### src/owm_pkg.sv
// Package for the one-wire bus master: types, register map, phase codes and timing constants.
// Used by the top level, owm_cfg_regs and owm_engine; depends on nothing.
package owm_pkg;

    // Width of the phase timer and the fixed release time ahead of a reset pulse.
    localparam int TIMER_BITS   = 10;
    localparam int PRE_RESET_US = 50;

    // Configuration register file.
    localparam int CFG_W     = 10;
    localparam int NUM_CFG   = 8;
    localparam int CFG_IDX_W = $clog2(NUM_CFG);
    localparam int APB_AW    = CFG_IDX_W + 2;
    localparam int APB_DW    = 32;

    typedef logic [CFG_W-1:0] cfg_word_t;
    typedef cfg_word_t [NUM_CFG-1:0] cfg_bank_t;

    localparam logic [CFG_IDX_W-1:0] REG_RESET_LOW      = CFG_IDX_W'(0);
    localparam logic [CFG_IDX_W-1:0] REG_PRESENCE_DELAY = CFG_IDX_W'(1);
    localparam logic [CFG_IDX_W-1:0] REG_RECOVERY       = CFG_IDX_W'(2);
    localparam logic [CFG_IDX_W-1:0] REG_SLOT_START     = CFG_IDX_W'(3);
    localparam logic [CFG_IDX_W-1:0] REG_WRITE_HOLD     = CFG_IDX_W'(4);
    localparam logic [CFG_IDX_W-1:0] REG_BIT_GAP        = CFG_IDX_W'(5);
    localparam logic [CFG_IDX_W-1:0] REG_READ_SAMPLE    = CFG_IDX_W'(6);
    localparam logic [CFG_IDX_W-1:0] REG_READ_TAIL      = CFG_IDX_W'(7);

    // Reset values, highest register first.
    localparam cfg_bank_t CFG_RESET_VALUES = {
        10'd65, 10'd5, 10'd2, 10'd65, 10'd5, 10'd500, 10'd40, 10'd500
    };

    typedef enum logic [1:0] {
        KIND_TICK  = 2'd0,
        KIND_RESET = 2'd1,
        KIND_WRITE = 2'd2,
        KIND_READ  = 2'd3
    } kind_t;

    typedef enum logic [3:0] {
        PH_IDLE    = 4'd0,
        PH_RPRE    = 4'd1,
        PH_RLOW    = 4'd2,
        PH_RREL    = 4'd3,
        PH_RWATCH  = 4'd4,
        PH_RREC    = 4'd5,
        PH_WSTART  = 4'd6,
        PH_WHOLD   = 4'd7,
        PH_WGAP    = 4'd8,
        PH_RDPRE   = 4'd9,
        PH_RDSTART = 4'd10,
        PH_RDSAMP  = 4'd11,
        PH_RDTAIL  = 4'd12
    } phase_t;

    typedef struct packed {
        kind_t      kind;
        logic [7:0] data_byte;
        logic       line_level;
    } owm_item_t;

    typedef struct packed {
        logic       presence;
        logic [7:0] read_byte;
        logic       done_res;
        logic       busy_res;
        logic       drive_low;
    } owm_result_t;

    // Loads a phase duration: masked to the timer width, zero counts as one microsecond.
    function automatic logic [TIMER_BITS-1:0] phase_time(input cfg_word_t d);
        logic [TIMER_BITS-1:0] t;
        t = TIMER_BITS'(d);
        if (t == '0) begin
            t = TIMER_BITS'(1);
        end
        return t;
    endfunction

endpackage

### src/one_wire_bus_master.sv
// Top level of the one-wire bus master: input register, phase sequencer, result register.
// Depends on owm_pkg, owm_cfg_regs and owm_engine.
//
// Usage: every request on the s_ channel is either a one-microsecond tick or a command
// (bus reset with presence detect, write byte, read byte), selected by s_tuser. The
// caller sends one tick per microsecond together with the sampled line level, and the
// block returns exactly one result per request on the m_ channel. That result tells
// whether to pull the open-drain line low for the next microsecond, plus busy, done,
// the last read byte and the presence flag of the last bus reset. Commands that arrive
// while a command is still running are dropped and do not count as ticks.
// Timing of the bus phases comes from eight 10-bit registers on the APB-style port,
// at byte addresses 0, 4, ... 28; they should be written only while the block is idle.
// A request accepted into the input register is processed into the result register when
// that register is empty or being emptied, and its result then shows on m_tvalid.
// Throughput: one request per cycle while m_tready is high; the whole phase update is a
// single pass through the timer decrement and phase selection between the two registers.
// Stall: while m_tready is low the result holds, one more request can still be taken
// into the input register, and then s_tready drops until the result is taken.
// Reset (aresetn low, synchronous): both registers empty, the sequencer idle with
// presence and read byte cleared, and the timing registers back at their defaults.
module one_wire_bus_master
    import owm_pkg::*;
(
    input  logic              aclk,
    input  logic              aresetn,
    // Request channel.
    input  logic              s_tvalid,
    output logic              s_tready,
    input  logic [15:0]       s_tdata,   // [7:0] data_byte, [8] line_level, rest zero
    input  logic [1:0]        s_tuser,   // [1:0] kind
    // Result channel.
    output logic              m_tvalid,
    input  logic              m_tready,
    output logic [15:0]       m_tdata,   // [0] drive_low, [1] busy_res, [2] done_res,
                                         // [10:3] read_byte, [11] presence, rest zero
    // Configuration port.
    input  logic              psel,
    input  logic              penable,
    input  logic              pwrite,
    input  logic [APB_AW-1:0] paddr,
    input  logic [APB_DW-1:0] pwdata,
    output logic [APB_DW-1:0] prdata,
    output logic              pready
);

    logic        in_valid_reg, in_valid_next;
    owm_item_t   in_item_reg, in_item_next;
    logic        out_valid_reg, out_valid_next;
    owm_result_t out_res_reg, out_res_next;
    owm_result_t result;
    cfg_bank_t   cfg;
    logic        advance;
    logic        fire;
    logic        take;

    owm_cfg_regs u_cfg (
        .aclk    (aclk),
        .aresetn (aresetn),
        .psel    (psel),
        .penable (penable),
        .pwrite  (pwrite),
        .paddr   (paddr),
        .pwdata  (pwdata),
        .prdata  (prdata),
        .pready  (pready),
        .cfg     (cfg)
    );

    owm_engine u_engine (
        .aclk    (aclk),
        .aresetn (aresetn),
        .fire    (fire),
        .item    (in_item_reg),
        .cfg     (cfg),
        .result  (result)
    );

    // The result register can take a new result when it is empty or being emptied.
    assign advance  = !out_valid_reg || m_tready;
    assign fire     = in_valid_reg && advance;
    assign s_tready = !in_valid_reg || advance;
    assign take     = s_tvalid && s_tready;

    always_comb begin
        in_item_next  = in_item_reg;
        in_valid_next = in_valid_reg;
        if (take) begin
            in_item_next  = '{kind: kind_t'(s_tuser), data_byte: s_tdata[7:0],
                              line_level: s_tdata[8]};
            in_valid_next = 1'b1;
        end else if (fire) begin
            in_valid_next = 1'b0;
        end
        out_res_next   = out_res_reg;
        out_valid_next = out_valid_reg;
        if (fire) begin
            out_res_next   = result;
            out_valid_next = 1'b1;
        end else if (m_tready) begin
            out_valid_next = 1'b0;
        end
    end

    always_ff @(posedge aclk) begin
        if (!aresetn) begin
            in_valid_reg  <= 1'b0;
            out_valid_reg <= 1'b0;
        end else begin
            in_valid_reg  <= in_valid_next;
            out_valid_reg <= out_valid_next;
        end
        in_item_reg <= in_item_next;
        out_res_reg <= out_res_next;
    end

    assign m_tvalid = out_valid_reg;
    assign m_tdata  = {4'd0, out_res_reg};

endmodule

### src/owm_cfg_regs.sv
// Configuration register file of the one-wire bus master behind an APB-style port.
// Depends on owm_pkg.
module owm_cfg_regs
    import owm_pkg::*;
(
    input  logic              aclk,
    input  logic              aresetn,
    input  logic              psel,
    input  logic              penable,
    input  logic              pwrite,
    input  logic [APB_AW-1:0] paddr,
    input  logic [APB_DW-1:0] pwdata,
    output logic [APB_DW-1:0] prdata,
    output logic              pready,
    output cfg_bank_t         cfg
);

    cfg_bank_t              cfg_reg;
    logic [CFG_IDX_W-1:0]   idx;

    assign idx    = paddr[APB_AW-1:2];
    assign pready = 1'b1;
    assign prdata = APB_DW'(cfg_reg[idx]);
    assign cfg    = cfg_reg;

    always_ff @(posedge aclk) begin
        if (!aresetn) begin
            cfg_reg <= CFG_RESET_VALUES;
        end else if (psel && penable && pwrite && pready) begin
            cfg_reg[idx] <= pwdata[CFG_W-1:0];
        end
    end

endmodule

### src/owm_engine.sv
// Phase sequencer of the one-wire bus master: phase, timer, bit count and shift register.
// Processes one registered item per fire cycle; depends on owm_pkg.
module owm_engine
    import owm_pkg::*;
(
    input  logic        aclk,
    input  logic        aresetn,
    input  logic        fire,
    input  owm_item_t   item,
    input  cfg_bank_t   cfg,
    output owm_result_t result
);

    phase_t                phase_reg, phase_next;
    logic [TIMER_BITS-1:0] time_reg, time_next;
    logic [2:0]            bits_reg, bits_next;
    logic [7:0]            shift_reg, shift_next;
    logic                  presence_reg, presence_next;
    logic [7:0]            last_read_reg, last_read_next;
    logic                  done;

    // Next state.
    always_comb begin
        phase_next     = phase_reg;
        time_next      = time_reg;
        bits_next      = bits_reg;
        shift_next     = shift_reg;
        presence_next  = presence_reg;
        last_read_next = last_read_reg;
        done           = 1'b0;
        if (fire) begin
            if (item.kind == KIND_TICK) begin
                if (phase_reg == PH_IDLE) begin
                    phase_next = PH_IDLE;
                end else if (phase_reg == PH_RWATCH && !item.line_level) begin
                    presence_next = 1'b1;
                    phase_next    = PH_RREC;
                    time_next     = phase_time(cfg[REG_RECOVERY]);
                end else if (time_reg > TIMER_BITS'(1)) begin
                    time_next = time_reg - TIMER_BITS'(1);
                end else begin
                    case (phase_reg)
                        PH_RPRE: begin
                            phase_next = PH_RLOW;
                            time_next  = phase_time(cfg[REG_RESET_LOW]);
                        end
                        PH_RLOW: begin
                            phase_next = PH_RREL;
                            time_next  = phase_time(cfg[REG_PRESENCE_DELAY]);
                        end
                        PH_RREL: begin
                            phase_next = PH_RWATCH;
                            time_next  = phase_time(cfg[REG_RECOVERY]);
                        end
                        PH_WSTART: begin
                            phase_next = PH_WHOLD;
                            time_next  = phase_time(cfg[REG_WRITE_HOLD]);
                        end
                        PH_WHOLD: begin
                            phase_next = PH_WGAP;
                            time_next  = phase_time(cfg[REG_BIT_GAP]);
                        end
                        PH_WGAP: begin
                            shift_next = {1'b0, shift_reg[7:1]};
                            if (bits_reg == 3'd0) begin
                                phase_next = PH_IDLE;
                                time_next  = '0;
                                done       = 1'b1;
                            end else begin
                                bits_next  = bits_reg - 3'd1;
                                phase_next = PH_WSTART;
                                time_next  = phase_time(cfg[REG_SLOT_START]);
                            end
                        end
                        PH_RDPRE: begin
                            phase_next = PH_RDSTART;
                            time_next  = phase_time(cfg[REG_SLOT_START]);
                        end
                        PH_RDSTART: begin
                            phase_next = PH_RDSAMP;
                            time_next  = phase_time(cfg[REG_READ_SAMPLE]);
                        end
                        PH_RDSAMP: begin
                            shift_next = {item.line_level, shift_reg[7:1]};
                            phase_next = PH_RDTAIL;
                            time_next  = phase_time(cfg[REG_READ_TAIL]);
                        end
                        PH_RDTAIL: begin
                            if (bits_reg == 3'd0) begin
                                last_read_next = shift_reg;
                                phase_next     = PH_IDLE;
                                time_next      = '0;
                                done           = 1'b1;
                            end else begin
                                bits_next  = bits_reg - 3'd1;
                                phase_next = PH_RDSTART;
                                time_next  = phase_time(cfg[REG_SLOT_START]);
                            end
                        end
                        default: begin
                            // Watch window or recovery ran out.
                            phase_next = PH_IDLE;
                            time_next  = '0;
                            done       = 1'b1;
                        end
                    endcase
                end
            end else if (phase_reg == PH_IDLE) begin
                bits_next = 3'd7;
                case (item.kind)
                    KIND_RESET: begin
                        presence_next = 1'b0;
                        phase_next    = PH_RPRE;
                        time_next     = phase_time(CFG_W'(PRE_RESET_US));
                    end
                    KIND_WRITE: begin
                        shift_next = item.data_byte;
                        phase_next = PH_WSTART;
                        time_next  = phase_time(cfg[REG_SLOT_START]);
                    end
                    default: begin
                        shift_next = 8'd0;
                        phase_next = PH_RDPRE;
                        time_next  = phase_time(cfg[REG_SLOT_START]);
                    end
                endcase
            end
        end
    end

    // Outputs, taken from the state after the item.
    always_comb begin
        case (phase_next)
            PH_RLOW, PH_WSTART, PH_RDSTART: result.drive_low = 1'b1;
            PH_WHOLD:                       result.drive_low = ~shift_next[0];
            default:                        result.drive_low = 1'b0;
        endcase
        result.busy_res  = (phase_next != PH_IDLE);
        result.done_res  = done;
        result.read_byte = last_read_next;
        result.presence  = presence_next;
    end

    always_ff @(posedge aclk) begin
        if (!aresetn) begin
            phase_reg     <= PH_IDLE;
            time_reg      <= '0;
            bits_reg      <= '0;
            shift_reg     <= '0;
            presence_reg  <= 1'b0;
            last_read_reg <= '0;
        end else begin
            phase_reg     <= phase_next;
            time_reg      <= time_next;
            bits_reg      <= bits_next;
            shift_reg     <= shift_next;
            presence_reg  <= presence_next;
            last_read_reg <= last_read_next;
        end
    end

endmodule

### config.mk
export PLATFORM = sky130hd
export DESIGN_NAME = one_wire_bus_master
export DESIGN_NICKNAME = d
export VERILOG_FILES = /design/src/owm_pkg.sv /design/src/one_wire_bus_master.sv /design/src/owm_cfg_regs.sv /design/src/owm_engine.sv
export SDC_FILE = /design/constraint.sdc
export NUM_CORES = 1
export LEC_CHECK = 0
export BUFFER_PORTS_ARGS = -buffer_cell sky130_fd_sc_hd__buf_4
export CAP_MARGIN = 20
export CORE_MARGIN = 8
export CORE_UTILIZATION = 45
export CTS_CLUSTER_DIAMETER = 30
export DETAILED_ROUTE_END_ITERATION = 7
export PLACE_DENSITY_LB_ADDON = 0.25
export SKIP_CTS_REPAIR_TIMING = 1
export SYNTH_ARGS = -nofsm -noshare
export SYNTH_HDL_FRONTEND = slang
export SYNTH_HIERARCHICAL = 1
export SYNTH_SLANG_ARGS = --single-unit
### constraint.sdc
create_clock -name aclk -period 3.7 [get_ports aclk]
set_input_delay 0.185 -clock aclk [delete_from_list [all_inputs] [get_ports aclk]]
set_output_delay 0.185 -clock aclk [all_outputs]
set_load 0.02 [all_outputs]
=== Yosys cells after proc, flatten, opt, wreduce, memory -nomap -nowiden ===
Cells that the tools add are included.

* $add $sub $neg: 2
* $lt $le $gt $ge: 3
* Equality and inequality tests: 22
* Multiplexer cells: 66
* Bitwise operators: 2
* Reduce and logical (&&, ||, !) cells: 35

{| class="wikitable"
|+ Operators with widths
! kind !! number
|-
| two-way mux 10 bit || 17
|-
| two-way mux 8 bit || 12
|-
| case mux 10 bit (9 select lines) || 1
|-
| bitwise mux 80 bit || 1
|-
| logical NOT 10 bit || 8
|-
| case mux 4 bit (10 select lines) || 1
|-
| case mux 8 bit (2 select lines) || 2
|-
| binary-select mux 10 bit (select 3 bit) || 1
|-
| demux 10 bit (select 3 bit) || 1
|-
| two-way mux 4 bit || 7
|-
| == test 4 bit (second input constant) || 6
|-
| two-way mux 3 bit || 8
|-
| == test 4 x 3 -> 1 bit (second input constant) || 5
|-
| AND reduction 7 bit || 2
|-
| == test 4 x 2 -> 1 bit (second input constant) || 3
|-
| two-way mux 1 bit || 12
|-
| greater-than comparator 10 x 1 -> 1 bit (second input constant) || 1
|-
| subtractor 10 x 1 -> 10 bit (second input constant) || 1
|-
| != test 2 x 1 -> 1 bit (second input constant) || 4
|-
| case mux 4 bit (2 select lines) || 1
|-
| nonzero test 2 bit || 4
|-
| OR reduction 8 bit || 1
|-
| logical AND 1 bit || 6
|-
| == test 4 x 1 -> 1 bit (second input constant) || 1
|-
| other kinds (19) || 24
|}

* Register bits after elaboration: 139
* Input bits: 62
* Output and inout bits: 51
* Word-level logic and storage cells: 155

=== Longest topological paths before layout ===
* Depth after elaboration: 11
* Gate-level depth with buffers: 10
* Mapped depth without buffers: 8

=== Hierarchy ===
The synthesis kept the hierarchy.

{| class="wikitable"
|+ By module, submodules not included
! module !! instances !! cells an instance !! area each (um^2) !! seq. area each (um^2)
|-
| owm_cfg_regs || 1 || 356 || 3908.7 || 1601.5
|-
| owm_engine || 1 || 435 || 3348.2 || 680.7
|-
| one_wire_bus_master || 1 || 37 || 828.3 || 730.7
|}

=== Least setup slack after synthesis ===
OpenSTA, ideal clock, no wires.

* Kind: flip-flop to flip-flop
* Start: register out_valid_reg (netlist: m_tvalid)
* End: register out_res_reg (netlist bit m_tdata[0]) (data pin)
* Setup time: 279 ps
* Arrival: 2427 ps
* Data required time: 3421 ps
* Slack: 994 ps
* Cell stages (with the launch flop): 9
* Path buffers: 1
* Period minus slack after synthesis: 2706 ps
* Cell sequence: dfxtp_1 -> nor2b_4 -> nor2b_1 -> clkbuf_1 -> nand2_1 -> a2111oi_0 -> nor3_1 -> a21oi_1 -> a211oi_1

{| class="wikitable"
|+ RTL lines
! what !! line !! RTL
|-
| start: declaration || one_wire_bus_master.sv:48 || <nowiki>logic out_valid_reg, out_valid_next;</nowiki>
|-
| start signal: assignment || one_wire_bus_master.sv:110 || <nowiki>out_valid_reg <= out_valid_next;</nowiki>
|-
| end signal: assignment || one_wire_bus_master.sv:113 || <nowiki>out_res_reg <= out_res_next;</nowiki>
|-
| end: declaration || one_wire_bus_master.sv:49 || <nowiki>owm_result_t out_res_reg, out_res_next;</nowiki>
|}

=== Final worst setup path ===
* Start: register u_engine.phase_reg[2]
* End: register u_engine.shift_reg[7]

* Longest elaborated chain between the ends: 6
* Elaborated cells between the ends (all ways): 16
* Those cells by class: eq/ne: 6; mux: 5; reduce/logical: 5

{| class="wikitable"
|+ RTL lines
! what !! line !! RTL
|-
| start: declaration || owm_engine.sv:14 || <nowiki>phase_t phase_reg, phase_next;</nowiki>
|-
| start signal: assignment || owm_engine.sv:153 || <nowiki>phase_reg <= phase_next;</nowiki>
|-
| == test 4 bit || owm_engine.sv:42 || <nowiki>case (phase_reg)</nowiki>
|-
| case mux 8 bit (2 select lines) || owm_engine.sv:42 ||
|-
| two-way mux 8 bit || owm_engine.sv:39 || <nowiki>end else if (time_reg > TIMER_BITS'(1)) begin</nowiki>
|-
| two-way mux 8 bit || owm_engine.sv:35 || <nowiki>end else if (phase_reg == PH_RWATCH && !item.line_level) begin</nowiki>
|-
| two-way mux 8 bit || owm_engine.sv:33 || <nowiki>if (phase_reg == PH_IDLE) begin</nowiki>
|-
| two-way mux 8 bit || owm_engine.sv:32 || <nowiki>if (item.kind == KIND_TICK) begin</nowiki>
|-
| end signal: assignment || owm_engine.sv:156 || <nowiki>shift_reg <= shift_next;</nowiki>
|-
| end: declaration || owm_engine.sv:17 || <nowiki>logic [7:0] shift_reg, shift_next;</nowiki>
|}

Parallel ways exist; a longest one is shown, timed or not. The select of a mux whose other input is x is not followed.
A chain may end at the register's enable or synchronous reset.

==> reports/qor.txt <==
HP Class: input pin to register
H-tree depth: 4
Routed via count: 6768
Fin Clk Skew: 0.01134 ns
Worst-path maximum fanout: 22
Syn Area/Cell: 9.765 um^2
DP HPWL: 16580 um
CTS root buf: clkbuf_16
Vias/cell: 6.081
Max reg flops: 80
NumNets Final: 941
RSZ-0062 raised after global routing: false
Final GP Congestion: 0.9739
Fraction of layout cells with a size suffix above 1: 18.21%
Clk_lat worst skew: 0.43 ns
Setup Viol. Count Final: 0
Overflow after GRT: 0
Final WL: 23140 um
Ys flop type: dfxtp_1
Placed Area: 8486 um^2
VDD IR max: 0.3367 mV
Status: complete, no violations
Initial antenna violation count: 1
Starting density of the core: 45.48%
Number of port buffers: 54
CTS buffer count: 17
Finished Layout Cells: 1113
Die Area: 22510 um^2
Final Hold Vio Count: 0
Vias in the first global route: 6176
Pwr/cell area: 426.4 nW/um^2
Leakage Power: 3.561 nW
TritonCTS clock tree: yes
Largest area contributor in the netlist: dfxtp_1
Die X: 150.0 um
Die height: 150.0 um
Final Cycle Share: 81.52%
Number of synthesized flops with an enable pin: 23
Area Growth Syn to Fin: 13.80%
Reg clk slew, reported paths: 0.07 ns
Largest net degree at the start of global routing: 54
# rows: 49
Cells after Synth: 828
Number of instances in the placed design: 1069
Tmin final: 3.016 ns
Total GRT Usage: 20.45%
Final Cell Area: 9201 um^2
Post-DRT Antenna Nets: 0
CTS sink count: 139
Fillers: 1641
Max_slew headroom: 23.43%
Post-synth ARST share: 0%
Core Area: 17780 um^2
Drt wl/cell: 20.79 um
Synth cell types: 84
Warnings, synthesis: 6
Count leader, synth: dfxtp_1
Max Fclk: 331.6 MHz
Initial drt markers: 651
Final TNS setup: 0 ns
Max-cap check violation count: 0
Max Slew Vio Count: 0
Most frequent cells after synthesis: dfxtp_1 (116), nand2_1 (98), mux2i_1 (80)
CP endpoint kind: register
Post-synth top area share: 28.72%
CP startpoint kind: register
First-pass GRT wire length: 35780 um
Multi-input logic area: 4593 um^2
Antenna cells: 0
TritonRoute pass-1 iters: 6
Tightest Pin Transition: 1.139 ns
Ports: 113
Sequential Area: 3013 um^2
Worst path arrival time: 3.32 ns
Worst path required time: 4.00 ns
DRC: 0
Synth Register Bits: 139
Sequential area share after synthesis: 37.26%
Mapped Area: 8085 um^2
Kind of critical path: register to register
Main area contributors after synthesis: dfxtp_1 (29%), mux2i_1 (9.9%), edfxtp_1 (8.5%)
CTS Buffer Depth: 2
[worst max-delay path, cell delays in order, from the launching register on]
cell       delay [ns]
dfxtp_1          0.56
nor2b_1          0.63
nand3_1          0.25
or2_4            0.31
a2111oi_4        0.82
mux2i_1          0.26
nor2_1           0.05
[path summary, 6_finish.rpt]
kind | startpoint | end | slack (ns) | depth (start not counted)
worst min register to register | u_cfg/cfg[78] | u_cfg/cfg[78] | 0.50 | 2
worst max-delay path | u_engine/phase_reg[2] | u_engine/shift_reg[7] | 0.68 | 6
worst min-delay path | s_tvalid | in_valid_reg | 0.01 | 3
worst max register to register | u_engine/phase_reg[2] | u_engine/shift_reg[7] | 0.68 | 6
[layout make-up]
type,count,share of cell area (%)
Multi-Input combinational cell,612,49.92
Clock inverter,15,1.877
Timing Repair Buffer,81,6.908
Clock buffer,17,4.623
Tap cell,229,3.114
Sequential cell,139,32.74
Inverter,20,0.8159
[per-stage QoR]
step | utilization, % | setup slack (ns) | total power [W] | hold WS [ns]
6_report | 51.75 | 0.6839 | 0.003924 | 0.01420
5_1_grt | 51.75 | 0.6167 | 0.004065 | 0.04652
4_1_cts | 51.09 | 0.8051 | 0.003925 | -0.08810
3_5_place_dp | 47.73 | 0.8213 | 0.002247 | 0.3646
3_3_place_gp | 47.73 | 0.8273 | 0.002248 | 0.3636
2_1_floorplan | - | 0.9936 | 0.002111 | 0.2839
[power breakdown]
group	switching, W	total, W	internal, W
combinational	0.000370	0.000606	0.000236
sequential	0.0000504	0.00163	0.00158
clock	0.000778	0.00169	0.000909
total	0.00120	0.00392	0.00273
[layout by cell type, fill, tap and decap left out, drive strengths merged, types with 4 or more instances in the layout]
cell type	count
mux4	20
a221oi	6
nor3	23
mux2	25
clkinv	5
conb	27
buf	70
o311ai	4
nand2b	8
a31oi	19
and2	10
a21oi	22
a22oi	12
nand3	14
ha	8
mux2i	80
o21ai	24
dfxtp	116
inv	27
and3	8
clkbuf	17
a211oi	10
nor4	20
o211ai	6
nor2b	34
edfxtp	23
nand2	99
nor2	43
nand4	5
a2111oi	6
xnor2	4
or4	5
dlygate4sd3	11
o221ai	8
[cell families (layout without fill, tap and decap cells)]
logic type / count (synthesis) / count (layout) / synth area share (%)
AND/OR/NAND/NOR: 292 / 292 / 19.78
AO/OA/AOI/OAI: 154 / 154 / 14.21
flip-flops: 139 / 139 / 37.26
multiplexers: 125 / 125 / 19.51
buffers and inverters: 101 / 133 / 7.211
adder cells (fa/ha/maj): 8 / 8 / 1.238
XOR/XNOR: 6 / 6 / 0.6499
other: 3 / 27 / 0.1393
[layer usage]
layer | up-vias | global-route usage [%] | share of wire (%)
met5 | - | 0 | 0.043
met4 | 2 | 7.596 | 2.5
met3 | 54 | 4.536 | 7.6
met2 | 311 | 32.32 | 46
met1 | 3278 | 26.85 | 43
li1 | 3123 | - | -
Note: power is estimated with default switching activity, not from simulation.
